==> src/hdl/fcc_pkg.sv <==
`timescale 1ns / 1ps
// ----------------------------------------------------------------------------
// fcc_pkg
// Shared widths and defaults for the face centre and area block.
// ----------------------------------------------------------------------------
package fcc_pkg;

    localparam int CW   = 24;   // coordinate / centre width
    localparam int AW   = 53;   // area component width
    localparam int MW   = 53;   // multiplier operand width
    localparam int PW   = 2 * MW;
    localparam int RW   = 104;  // square root radicand width
    localparam int QW   = RW / 2;
    localparam int DNW  = 88;   // dividend width
    localparam int DDW  = 62;   // divisor width

    localparam int          MAX_VERT_DEF = 16;
    localparam logic [31:0] THR_RESET    = 32'd1;

endpackage

==> src/hdl/fcc_sqrt.sv <==
`timescale 1ns / 1ps
// ----------------------------------------------------------------------------
// fcc_sqrt
// Digit-by-digit integer square root, one root bit per cycle (floor).
// ----------------------------------------------------------------------------
module fcc_sqrt (
    input  logic                    i_clk,
    input  logic                    i_rst_n,
    input  logic                    i_start,
    input  logic [fcc_pkg::RW-1:0]  i_rad,
    output logic                    o_done,
    output logic [fcc_pkg::QW-1:0]  o_root
);
    import fcc_pkg::*;

    localparam int CNTW = $clog2(QW);

    logic [RW-1:0]   r_rad;
    logic [QW:0]     r_rem;
    logic [QW-1:0]   r_root;
    logic [CNTW-1:0] r_cnt;
    logic            r_busy;
    logic            r_done;
    logic [QW+2:0]   rem2;
    logic [QW+2:0]   trial;
    logic            fits;

    assign rem2  = {r_rem, r_rad[RW-1:RW-2]};
    assign trial = {1'b0, r_root, 2'b01};
    assign fits  = rem2 >= trial;

    always_ff @(posedge i_clk) begin
        if (!i_rst_n) begin
            r_busy <= 1'b0;
            r_done <= 1'b0;
        end else begin
            r_done <= 1'b0;
            if (i_start) begin
                r_rad  <= i_rad;
                r_rem  <= '0;
                r_root <= '0;
                r_cnt  <= CNTW'(QW - 1);
                r_busy <= 1'b1;
            end else if (r_busy) begin
                r_rad  <= r_rad << 2;
                r_rem  <= fits ? (QW+1)'(rem2 - trial) : rem2[QW:0];
                r_root <= {r_root[QW-2:0], fits};
                r_cnt  <= r_cnt - 1'b1;
                if (r_cnt == '0) begin
                    r_busy <= 1'b0;
                    r_done <= 1'b1;
                end
            end
        end
    end

    assign o_done = r_done;
    assign o_root = r_root;

endmodule

==> config.mk <==
export PLATFORM = sky130hd
export DESIGN_NAME = fcc_sqrt
export DESIGN_NICKNAME = d
export VERILOG_FILES = /design/src/hdl/fcc_pkg.sv /design/src/hdl/fcc_sqrt.sv
export SDC_FILE = /design/constraint.sdc
export NUM_CORES = 1
export LEC_CHECK = 0
export BUFFER_PORTS_ARGS = -buffer_cell sky130_fd_sc_hd__buf_2
export CAP_MARGIN = 30
export CORE_UTILIZATION = 40
export DETAILED_ROUTE_END_ITERATION = 10
export PLACE_DENSITY = 0.61
export SLEW_MARGIN = 25
export SYNTH_ARGS = -nofsm -noshare
export SYNTH_HDL_FRONTEND = slang
export SYNTH_SLANG_ARGS = --single-unit
==> constraint.sdc <==
create_clock -name i_clk -period 7.2 [get_ports i_clk]
set_clock_uncertainty 0.15 [all_clocks]
set_input_delay 1.08 -clock i_clk [delete_from_list [all_inputs] [get_ports i_clk]]
set_output_delay 1.08 -clock i_clk [all_outputs]
set_load 0.01 [all_outputs]
==> results of run 1 <==
[registers in the layout, summed over array words and instances, names as in the netlist]
signal  count
r_rad     104
r_busy      1
o_done      1
r_cnt       6
r_rem      53
o_root     52
[routing by layer]
metal  track usage  routed length (microns)
met3        0.0631                     2640
met2         0.274                    12000
met1         0.250                    12800
met5             0                       66
met4        0.0445                      592
[worst max path at each step]
stage	cells after the start	slack [ps]	endpoint
floorplan	3	2180	o_root[0]
global placement	10	2860	r_rem[49]
detailed placement	12	3120	r_rem[49]
CTS	13	3090	r_rem[46]
global route	13	2780	r_rem[46]
finish	13	2980	r_rem[46]
[cell type report]
class	count	area [sq um]
Sequential cell	217	6500
Inverter	71	267
Clock inverter	16	175
Antenna cell	4	10.0
Timing Repair Buffer	167	930
Clock buffer	32	673
Tap cell	390	488
Multi-Input combinational cell	766	5190
Fill cell	2813	15600
[stage by stage]
step | worst slack [ps] | cell area (sq um) | hold WS (ps)
5_1_grt | 2780 | 14200 | 375
3_5_place_dp | 3120 | 13400 | 338
2_1_floorplan | 2180 | 12200 | 304
3_3_place_gp | 2860 | 13300 | 331
6_report | 2980 | 14200 | 355
4_1_cts | 3090 | 14200 | 358
[power by group through the flow]
stage | Clock (mW) | Combinational [mW] | Sequential, mW
5_1_grt | 1.38 | 0.866 | 1.57
3_3_place_gp | 0 | 0.755 | 1.58
2_1_floorplan | 0 | 0.565 | 1.59
6_report | 1.31 | 0.773 | 1.56
4_1_cts | 1.34 | 0.773 | 1.56
3_5_place_dp | 0 | 0.768 | 1.58
[worst reg2reg max path, cell delays in order (launching register included)]
cell	delay, ps
edfxtp_1	350
inv_1	60
ha_1	370
a21oi_1	210
a31oi_1	150
a211oi_1	620
o21ai_2	210
a21oi_2	260
or3_4	170
nand2_1	300
buf_8	290
buf_4	220
nor2_1	460
a22o_1	250
[synth_stat cells, drive strengths merged (2+ instances only)]
cell type | number | area (sq um)
clkbuf | 33 | 124
nor3 | 10 | 50.1
a31o | 2 | 17.5
a211o | 2 | 17.5
or3 | 7 | 48.8
dfxtp | 2 | 40.0
o21bai | 10 | 75.1
or3b | 2 | 17.5
inv | 71 | 267
o2111ai | 3 | 26.3
nand2b | 6 | 37.5
nor2b | 4 | 25.0
o21a | 9 | 68.8
o211ai | 6 | 45.0
nor2 | 97 | 367
a21o | 28 | 210
nand4 | 23 | 150
a221oi | 6 | 52.6
nand2 | 124 | 465
a22o | 5 | 43.8
and2 | 7 | 43.8
o21ai | 44 | 224
mux2 | 103 | 1160
or4 | 2 | 15.0
ha | 56 | 701
a31oi | 8 | 50.1
and3 | 11 | 68.8
or2 | 3 | 18.8
xnor2 | 24 | 210
a21boi | 2 | 15.0
buf | 21 | 111
nand3 | 19 | 95.1
edfxtp | 215 | 6460
xor2 | 15 | 131
nor4 | 6 | 37.5
a211oi | 12 | 90.1
a21oi | 98 | 494
[logic make-up after synthesis]
group / share of synthesized area
buffers and inverters: 0.0412
DFF: 0.533
AOI/OAI and AO/OA: 0.124
adders and majority gates: 0.0575
and+or+nand+nor: 0.121
xor gates and xnor gates: 0.0280
muxes: 0.0952
==> impl_metrics.csv, run 1 <==
group,metric,value,unit
outcome,outcome,"finished clean",
power_and_ir_drop,powerDensity,256,mW/mm^2
sta,drv_slew,0,
clock_tree,cts_tree,"yes",
worst_setup_path,cp_slowest_cell,"a211oi_1",
min_path,hp-start,"r_busy",
placement,numPlacedInstances,1611,
route,drt_iter0_markers,657,
route,via_count,8871,
power_and_ir_drop,ir_worst_vdd,0.000166,V
global_route,grt_pass1_wl,45700,microns
cells_and_area,final_cell_mix,"edfxtp_1 (215), buf_2 (158), nand2_1 (124), mux2_2 (103), a21oi_1 (97)",
power_and_ir_drop,pwr-share-clk,0.361,
sta,setup_viol,0,
floorplanning,start_util,0.409,
worst_setup_path,worstPathCellList,"inv_1 -> ha_1 -> a21oi_1 -> a31oi_1 -> a211oi_1 -> o21ai_2 -> a21oi_2 -> or3_4 -> nand2_1 -> buf_8 -> buf_4 -> nor2_1 -> a22o_1",
worst_setup_path,ff2ff_setup_slack,2980,ps
floorplanning,rows,63,
power_and_ir_drop,p_total,3.65,mW
worst_setup_path,slowest_delay,620,ps
worst_setup_path,path_delay_family,"compound AO/OA/AOI/OAI gates",
logic_synthesis,ys.flop_type,"edfxtp_1",
sta,max_freq,237,MHz
route,vias_per_cell,5.33,
power_and_ir_drop,leakagePower,5.74,nW
clock_tree,cts_root_buffer,"clkbuf_16",
worst_setup_path,ff2ff_path_depth,13,
cells_and_area,stdcell_count,1663,
logic_synthesis,synth_edf_count,215,
clock_tree,post-cts-setup-buffers,0,
route,wirelength,28100,microns
worst_setup_path,r2r-end,"r_rem[46]",
cells_and_area,layout.nets,1412,
route,dr.pass1.iters,5,
worst_setup_path,start_kind,"flip-flop",
power_and_ir_drop,total_switching_power,1.04,mW
worst_setup_path,cp.required,7460,ps
global_route,grt_pass1_vias,8750,
cells_and_area,layout_commonest_cell,"edfxtp_1",
worst_setup_path,crit_start,"o_root[2]",
route,post_drt_wl_per_cell,16.9,microns
logic_synthesis,syn_area_per_cell,11.0,sq um
sta,relSlewSlack,0.334,
clock_tree,cts.sinks,217,
clock_tree,cts.path.max_buffers,3,
clock_tree,cts_buffers,26,
sta,min_period,4220,ps
worst_setup_path,cp_num_buf_inv,3,
clock_tree,path_clk_slew,60,ps
clock_tree,insertion_delay,560,ps
clock_tree,hold_buffers,0,
clock_tree,cts_resized,0,
power_and_ir_drop,pwr-share-comb,0.212,
logic_synthesis,synth-seq-cells,217,
placement,gp_congestion,0.879,
floorplanning,die_w,177,microns
power_and_ir_drop,sequentialPowerShare,0.428,
cells_and_area,area_delta_synth_final,16.8,%
logic_synthesis,synth_warnings,0,
sta,hold_violations,0,
worst_setup_path,arrival,4470,ps
floorplanning,io_pins,160,
clock_tree,h-tree-depth,1,
placement,io_buffers,159,
worst_setup_path,end_kind,"flip-flop",
floorplanning,die_y,177,microns
global_route,grt_start_max_net_pins,147,
min_path,holdPathStages,1,
logic_synthesis,syn_nets,1271,
sta,setup_tns,0,ps
global_route,track_usage,0.182,
worst_setup_path,crit_path_max_fanout,21,
logic_synthesis,netlist_instances,1108,
logic_synthesis,netlist_area,0.0122,sq mm
worst_setup_path,crit_type,"reg -> reg",
floorplanning,core_area,0.0298,sq mm
worst_setup_path,reg2reg_from,"o_root[2]",
sta,tightestPinTransition,999,ps
logic_synthesis,synth_seq_area_share,0.533,
sta,rsz0062_at_grt,"false",
global_route,grt_overflow,0,
global_route,antenna_found_initial,9,
min_path,whs_endpoint,"o_done",
logic_synthesis,ys_types,58,
job,cap_violations,0,
power_and_ir_drop,cellInternalPower,2.61,mW
logic_synthesis,async_reset_ff_frac,0,
route,drcViolationCount,0,
placement,hpwl,19600,microns
min_path,hold_path.class,"reg -> reg",
route,ant_nets,0,
floorplanning,dieArea,0.0312,sq mm
cells_and_area,drive_above_1_share,0.253,
cells_and_area,fin_util,0.478,
sta,period_share,0.586,
power_and_ir_drop,switching_share,0.284,
(Power assumes the default switching activity.)
==> run 2: changes to the inputs <==
--- a/config.mk
+++ b/config.mk
@@ -5,11 +5,12 @@
 export SDC_FILE = /design/constraint.sdc
 export NUM_CORES = 1
 export LEC_CHECK = 0
+export ABC_AREA = 1
 export BUFFER_PORTS_ARGS = -buffer_cell sky130_fd_sc_hd__buf_2
 export CAP_MARGIN = 30
 export CORE_UTILIZATION = 40
 export DETAILED_ROUTE_END_ITERATION = 10
-export PLACE_DENSITY = 0.61
+export PLACE_DENSITY = 0.58
 export SLEW_MARGIN = 25
 export SYNTH_ARGS = -nofsm -noshare
 export SYNTH_HDL_FRONTEND = slang
==> constraint.sdc (replaced) <==
create_clock -name i_clk -period 4.2 [get_ports i_clk]
set_clock_uncertainty 0.15 [all_clocks]
set_input_delay 0.63 -clock i_clk [delete_from_list [all_inputs] [get_ports i_clk]]
set_output_delay 0.63 -clock i_clk [all_outputs]
set_load 0.01 [all_outputs]
==> impl_metrics.csv, run 2 <==
group,metric,value,unit
sta,hold_violations,0,
logic_synthesis,synth_warnings,0,
logic_synthesis,async_reset_ff_frac,0,
logic_synthesis,yosys-top-cells-area,"edfxtp_1 (46%), nand2_1 (22%), inv_1 (9.2%)",
floorplanning,die_w,189,microns
worst_setup_path,crit_type,"reg -> reg",
sta,rsz0062_at_grt,"false",
clock_tree,cts.path.max_buffers,3,
logic_synthesis,yosys.cell_count.top_type,"nand2_1",
route,ant_nets,0,
global_route,grt_start_max_net_pins,158,
worst_setup_path,start_kind,"flip-flop",
clock_tree,hold_buffers,0,
logic_synthesis,syn_nets,2108,
logic_synthesis,yosys.area.top_type,"edfxtp_1",
worst_setup_path,cp_slowest_cell,"inv_2",
logic_synthesis,synthTopCellsByCount,"nand2_1 (839), inv_1 (343), edfxtp_1 (215), nor2_1 (201), nand3_1 (77)",
sta,setup_viol,0,
power_and_ir_drop,leakagePower,8.39,nW
worst_setup_path,end_kind,"flip-flop",
sta,relSlewSlack,0.508,
global_route,grt_overflow,0,
placement,postPlaceCellArea,0.0153,sq mm
cells_and_area,drive_above_1_share,0.111,
sta,setup_tns,0,ps
cells_and_area,regMostFlops,"r_rad",
route,wirelength,37900,microns
clock_tree,post-cts-setup-buffers,0,
global_route,antenna_found_initial,2,
floorplanning,die_y,189,microns
route,post_drt_wl_per_cell,14.8,microns
logic_synthesis,synth-seq-cells,217,
route,via_count,11954,
logic_synthesis,netlist_area,0.0140,sq mm
worst_setup_path,critical_path.most_common_cell,"a21oi_1",
worst_setup_path,arrival,3640,ps
global_route,track_usage,0.215,
sta,tightestPinTransition,736,ps
logic_synthesis,synth_seq_area_share,0.463,
logic_synthesis,ys.flop_type,"edfxtp_1",
clock_tree,h-tree-depth,1,
floorplanning,dieArea,0.0359,sq mm
cells_and_area,layout_commonest_cell,"nand2_1",
clock_tree,insertion_delay,530,ps
clock_tree,cts_buffers,25,
outcome,outcome,"finished clean",
placement,io_buffers,159,
clock_tree,cts_root_buffer,"clkbuf_16",
min_path,hold_path.class,"in -> reg",
route,dr.pass1.iters,5,
clock_tree,cts_tree,"yes",
logic_synthesis,ys_types,32,
sta,max_freq,294,MHz
worst_setup_path,cp.required,4440,ps
worst_setup_path,crit_path_max_fanout,32,
placement,gp_congestion,0.955,
logic_synthesis,syn_area_per_cell,7.22,sq um
global_route,grt_pass1_wl,60700,microns
floorplanning,start_util,0.407,
clock_tree,cts_resized,0,
route,drcViolationCount,0,
worst_setup_path,worstPathCellList,"inv_1 -> ha_1 -> a21oi_1 -> nand2_1 -> a21oi_1 -> nand2_1 -> a21oi_1 -> nand3_2 -> inv_2 -> nor2_1 -> nor2_1",
route,vias_per_cell,4.66,
floorplanning,rows,68,
clock_tree,cts.sinks,217,
cells_and_area,fin_area,0.0160,sq mm
sta,min_period,3400,ps
floorplanning,core_area,0.0345,sq mm
floorplanning,io_pins,160,
sta,drv_slew,0,
cells_and_area,largest_reg_flops,104,
logic_synthesis,synth_edf_count,215,
logic_synthesis,netlist_instances,1945,
worst_setup_path,slowest_delay,750,ps
clock_tree,path_clk_slew,60,ps
sta,period_share,0.809,
global_route,grt_pass1_vias,11675,
route,drt_iter0_markers,699,
power_and_ir_drop,ir_worst_vdd,0.000294,V
logic_synthesis,yosysTopAreaCellShare,0.460,
cells_and_area,final_cell_mix,"nand2_1 (839), inv_1 (343), edfxtp_1 (215), nor2_1 (201), buf_2 (158)",
placement,hpwl,28600,microns
cells_and_area,layout.nets,2256,
cells_and_area,area_delta_synth_final,14.0,%
power_and_ir_drop,powerDensity,400,mW/mm^2
job,cap_violations,0,
-- run 2: worst paths after layout --
kind              cells past startpoint  slack, ps        from        end
setup / recovery                     11        800  o_root[48]  r_rem[23]
setup reg to reg                     11        800  o_root[48]  r_rem[23]
hold reg to reg                       2        350      r_busy     o_done
hold / removal                        3        210    i_rad[1]   r_rad[1]
-- run 2: per-stage QoR --
stage	hold slack, ps	utilization	instances	setup slack (ps)	power [mW]
after floorplan	326	-	1945	-714	3.96
after global placement	338	0.442	2521	806	4.43
after detailed placement	346	0.442	2521	774	4.43
after CTS	172	0.463	2563	752	6.50
after global routing	192	0.464	2564	479	6.82
final	210	0.464	2564	804	6.41
-- run 2: cell families after synthesis --
kind of cell | after synthesis | synth area share
compound gates | 74 | 0.0274
xor+xnor | 26 | 0.0162
fa+ha+maj | 56 | 0.0499
buf+inv | 392 | 0.110
flops | 217 | 0.463
simple gates | 1180 | 0.334
-- run 2: critical path, delay by kind of cell (launching register included) --
family                     cells  cell delay, ps
AOI/OAI and AO/OA              3             640
and+or+nand+nor                5             940
buffers and inverters          2             810
adders and majority gates      1             360
DFF                            1             340
-- run 2: layer usage --
layer	up-vias	GRT usage	wire (microns)
li1	6270	-	-
met1	5371	0.294	18200
met2	259	0.349	16700
met3	52	0.0371	2000
met4	2	0.0599	975
met5	-	0	12
-- run 2: where the power goes --
group	leakage, nW	internal (mW)	switching [mW]
clock	0.356	1.15	0.866
sequential	2.10	2.61	0.0680
combinational	5.93	0.552	1.16
-- run 2: final cells by class --
| class | instances | area (sq um) |
|---|---|---|
| well taps | 455 | 569 |
| clock buffers | 34 | 659 |
| inverters | 346 | 1310 |
| repair buffers | 167 | 896 |
| multi-input cells | 1336 | 6020 |
| diodes | 1 | 2.50 |
| clock inverters | 8 | 66.3 |
| flip-flops and latches | 217 | 6500 |
| fillers | 3687 | 18500 |
==> run 3: changes to the inputs <==
--- a/config.mk
+++ b/config.mk
@@ -5,12 +5,12 @@
 export SDC_FILE = /design/constraint.sdc
 export NUM_CORES = 1
 export LEC_CHECK = 0
-export ABC_AREA = 1
+export ABC_AREA = 0
 export BUFFER_PORTS_ARGS = -buffer_cell sky130_fd_sc_hd__buf_2
 export CAP_MARGIN = 30
 export CORE_UTILIZATION = 40
 export DETAILED_ROUTE_END_ITERATION = 10
-export PLACE_DENSITY = 0.58
+export PLACE_DENSITY = 0.59
 export SLEW_MARGIN = 25
 export SYNTH_ARGS = -nofsm -noshare
 export SYNTH_HDL_FRONTEND = slang
==> constraint.sdc (replaced) <==
create_clock -name i_clk -period 3.25 [get_ports i_clk]
set_clock_uncertainty 0.15 [all_clocks]
set_input_delay 0.4875 -clock i_clk [delete_from_list [all_inputs] [get_ports i_clk]]
set_output_delay 0.4875 -clock i_clk [all_outputs]
set_load 0.01 [all_outputs]
==> impl_metrics.csv, run 3 (synthesis results as in run 1) <==
group,metric,value,unit
outcome,outcome,"complete, but fails checks",
outcome,violations,"setup timing",
clock_tree,cts.sinks,217,
floorplanning,io_pins,160,
route,drcViolationCount,0,
sta,setup_viol,2,
power_and_ir_drop,leakagePower,6.56,nW
placement,io_buffers,159,
route,drt_iter0_markers,420,
worst_setup_path,crit_start,"r_rem[25]",
worst_setup_path,crit_type,"reg -> reg",
cells_and_area,drive_above_1_share,0.396,
job,cap_violations,0,
clock_tree,insertion_delay,530,ps
placement,numPlacedInstances,1766,
floorplanning,dieArea,0.0312,sq mm
route,vias_per_cell,5.17,
route,dr.pass1.iters,5,
worst_setup_path,cp_slowest_cell,"edfxtp_1",
power_and_ir_drop,powerDensity,526,mW/mm^2
worst_setup_path,worstPathCellList,"ha_4 -> nand4_1 -> or3_4 -> or4_4 -> a21oi_2 -> or2_4 -> o21a_4 -> nor4_1 -> or3b_1 -> a31o_2",
cells_and_area,final_cell_mix,"edfxtp_1 (215), buf_4 (170), buf_2 (158), nand2_1 (119), mux2_2 (103)",
global_route,antenna_found_initial,3,
clock_tree,cts_root_buffer,"clkbuf_16",
sta,hold_violations,0,
global_route,grt_overflow,0,
floorplanning,die_y,177,microns
worst_setup_path,crit_path_max_fanout,6,
route,ant_nets,0,
cells_and_area,stdcell_count,1829,
sta,tightestPinTransition,555,ps
sta,max_freq,306,MHz
clock_tree,h-tree-depth,1,
min_path,hp-start,"i_rst_n",
cells_and_area,area_delta_synth_final,30.9,%
sta,relSlewSlack,0.630,
placement,dp_slack,-179,ps
sta,min_period,3270,ps
sta,setup_tns,-29.0,ps
global_route,grt_pass1_vias,9505,
global_route,grt_start_max_net_pins,103,
worst_setup_path,slowest_delay,430,ps
cells_and_area,largest_reg_flops,104,
sta,drv_slew,0,
floorplanning,core_area,0.0298,sq mm
clock_tree,path_clk_slew,60,ps
sta,hold_slack,85.8,ps
cells_and_area,regMostFlops,"r_rad",
sta,rsz0062_at_grt,"true",
floorplanning,die_w,177,microns
worst_setup_path,start_kind,"flip-flop",
clock_tree,cts_tree,"yes",
cells_and_area,layout.nets,1581,
worst_setup_path,end_kind,"flip-flop",
power_and_ir_drop,ir_worst_vdd,0.000412,V
floorplanning,rows,63,
sta,fin_ws,-22.3,ps
placement,gp_congestion,0.905,
cells_and_area,seq_area,0.00650,sq mm
clock_tree,cts_buffers,25,
clock_tree,cts.path.max_buffers,3,
route,post_drt_wl_per_cell,16.1,microns
sta,period_share,1.01,
global_route,grt_pass1_wl,47300,microns
worst_setup_path,reg2reg_from,"r_rem[25]",
cells_and_area,layout_commonest_cell,"edfxtp_1",
worst_setup_path,cp.required,3390,ps
cells_and_area,multi_input_area,0.00571,sq mm
floorplanning,start_util,0.409,
global_route,track_usage,0.187,
route,via_count,9452,
cells_and_area,num-fill-cells,2716,
min_path,hold_path.class,"in -> reg",
worst_setup_path,arrival,3410,ps
route,wirelength,29500,microns
placement,hpwl,20900,microns
## run 3: changes by cell type in the layout (fill, tap and decap cells not counted), moves of 21 or more
cell,before,now
a21o_1,1,28
a21oi_1,30,79
buf_4,6,170
ha_1,56,35
inv_1,343,60
mux2_2,0,103
nand2_1,839,119
nand3_1,77,19
nor2_1,201,96
xnor2_1,2,24
## run 3: per-stage QoR
stage	utilization	instance area [sq um]	total power, mW
2_1_floorplan	-	12200	4.76
3_3_place_gp	0.487	14500	5.51
3_5_place_dp	0.487	14500	5.54
4_1_cts	0.519	15400	8.31
5_1_grt	0.535	15900	8.82
6_report	0.535	15900	8.38
## run 3: area by class of cell
cell class / count / area share
inverters: 71 / 0.0167
repair buffers: 337 / 0.138
flip-flops and latches: 217 / 0.408
diodes: 2 / 0.000314
clock buffers: 28 / 0.0399
clock inverters: 18 / 0.00832
multi-input cells: 766 / 0.358
well taps: 390 / 0.0306
## run 3: what timing repair did
item / in CTS / in global routing
gates cloned: 0 / 0
endpoints found under the setup margin: 36 / 53
gates resized for setup: 30 / 84
setup buffers: 1 / 14
pin swaps: 7 / 26
hold buffers: 0 / 0
## run 3: worst paths after layout
path | end | slack [ps] | cells past startpoint
min reg2reg | o_done | 360 | 1
max | r_rem[38] | -20 | 10
min | o_done | 90 | 2
max reg2reg | r_rem[38] | -20 | 10
## run 3: worst max-delay path, delay by kind of cell (launching register included)
kind	cells	cell delay, ps
AOI/OAI and AO/OA	3	560
adders and majority gates	1	310
DFF	1	430
and+or+nand+nor	6	1570
## run 3: power breakdown
part	switching [mW]	internal, mW	total, mW
Sequential	0.0987	3.36	3.46
Clock	1.12	1.56	2.68
Combinational	1.16	1.08	2.24
## run 3: routing by layer
metal	part of all wire	vias up	global-route usage
met1	0.45	4485	0.245
met4	0.019	4	0.0431
met5	0.00078	-	0
met2	0.45	232	0.300
li1	-	4681	-
met3	0.078	50	0.0592
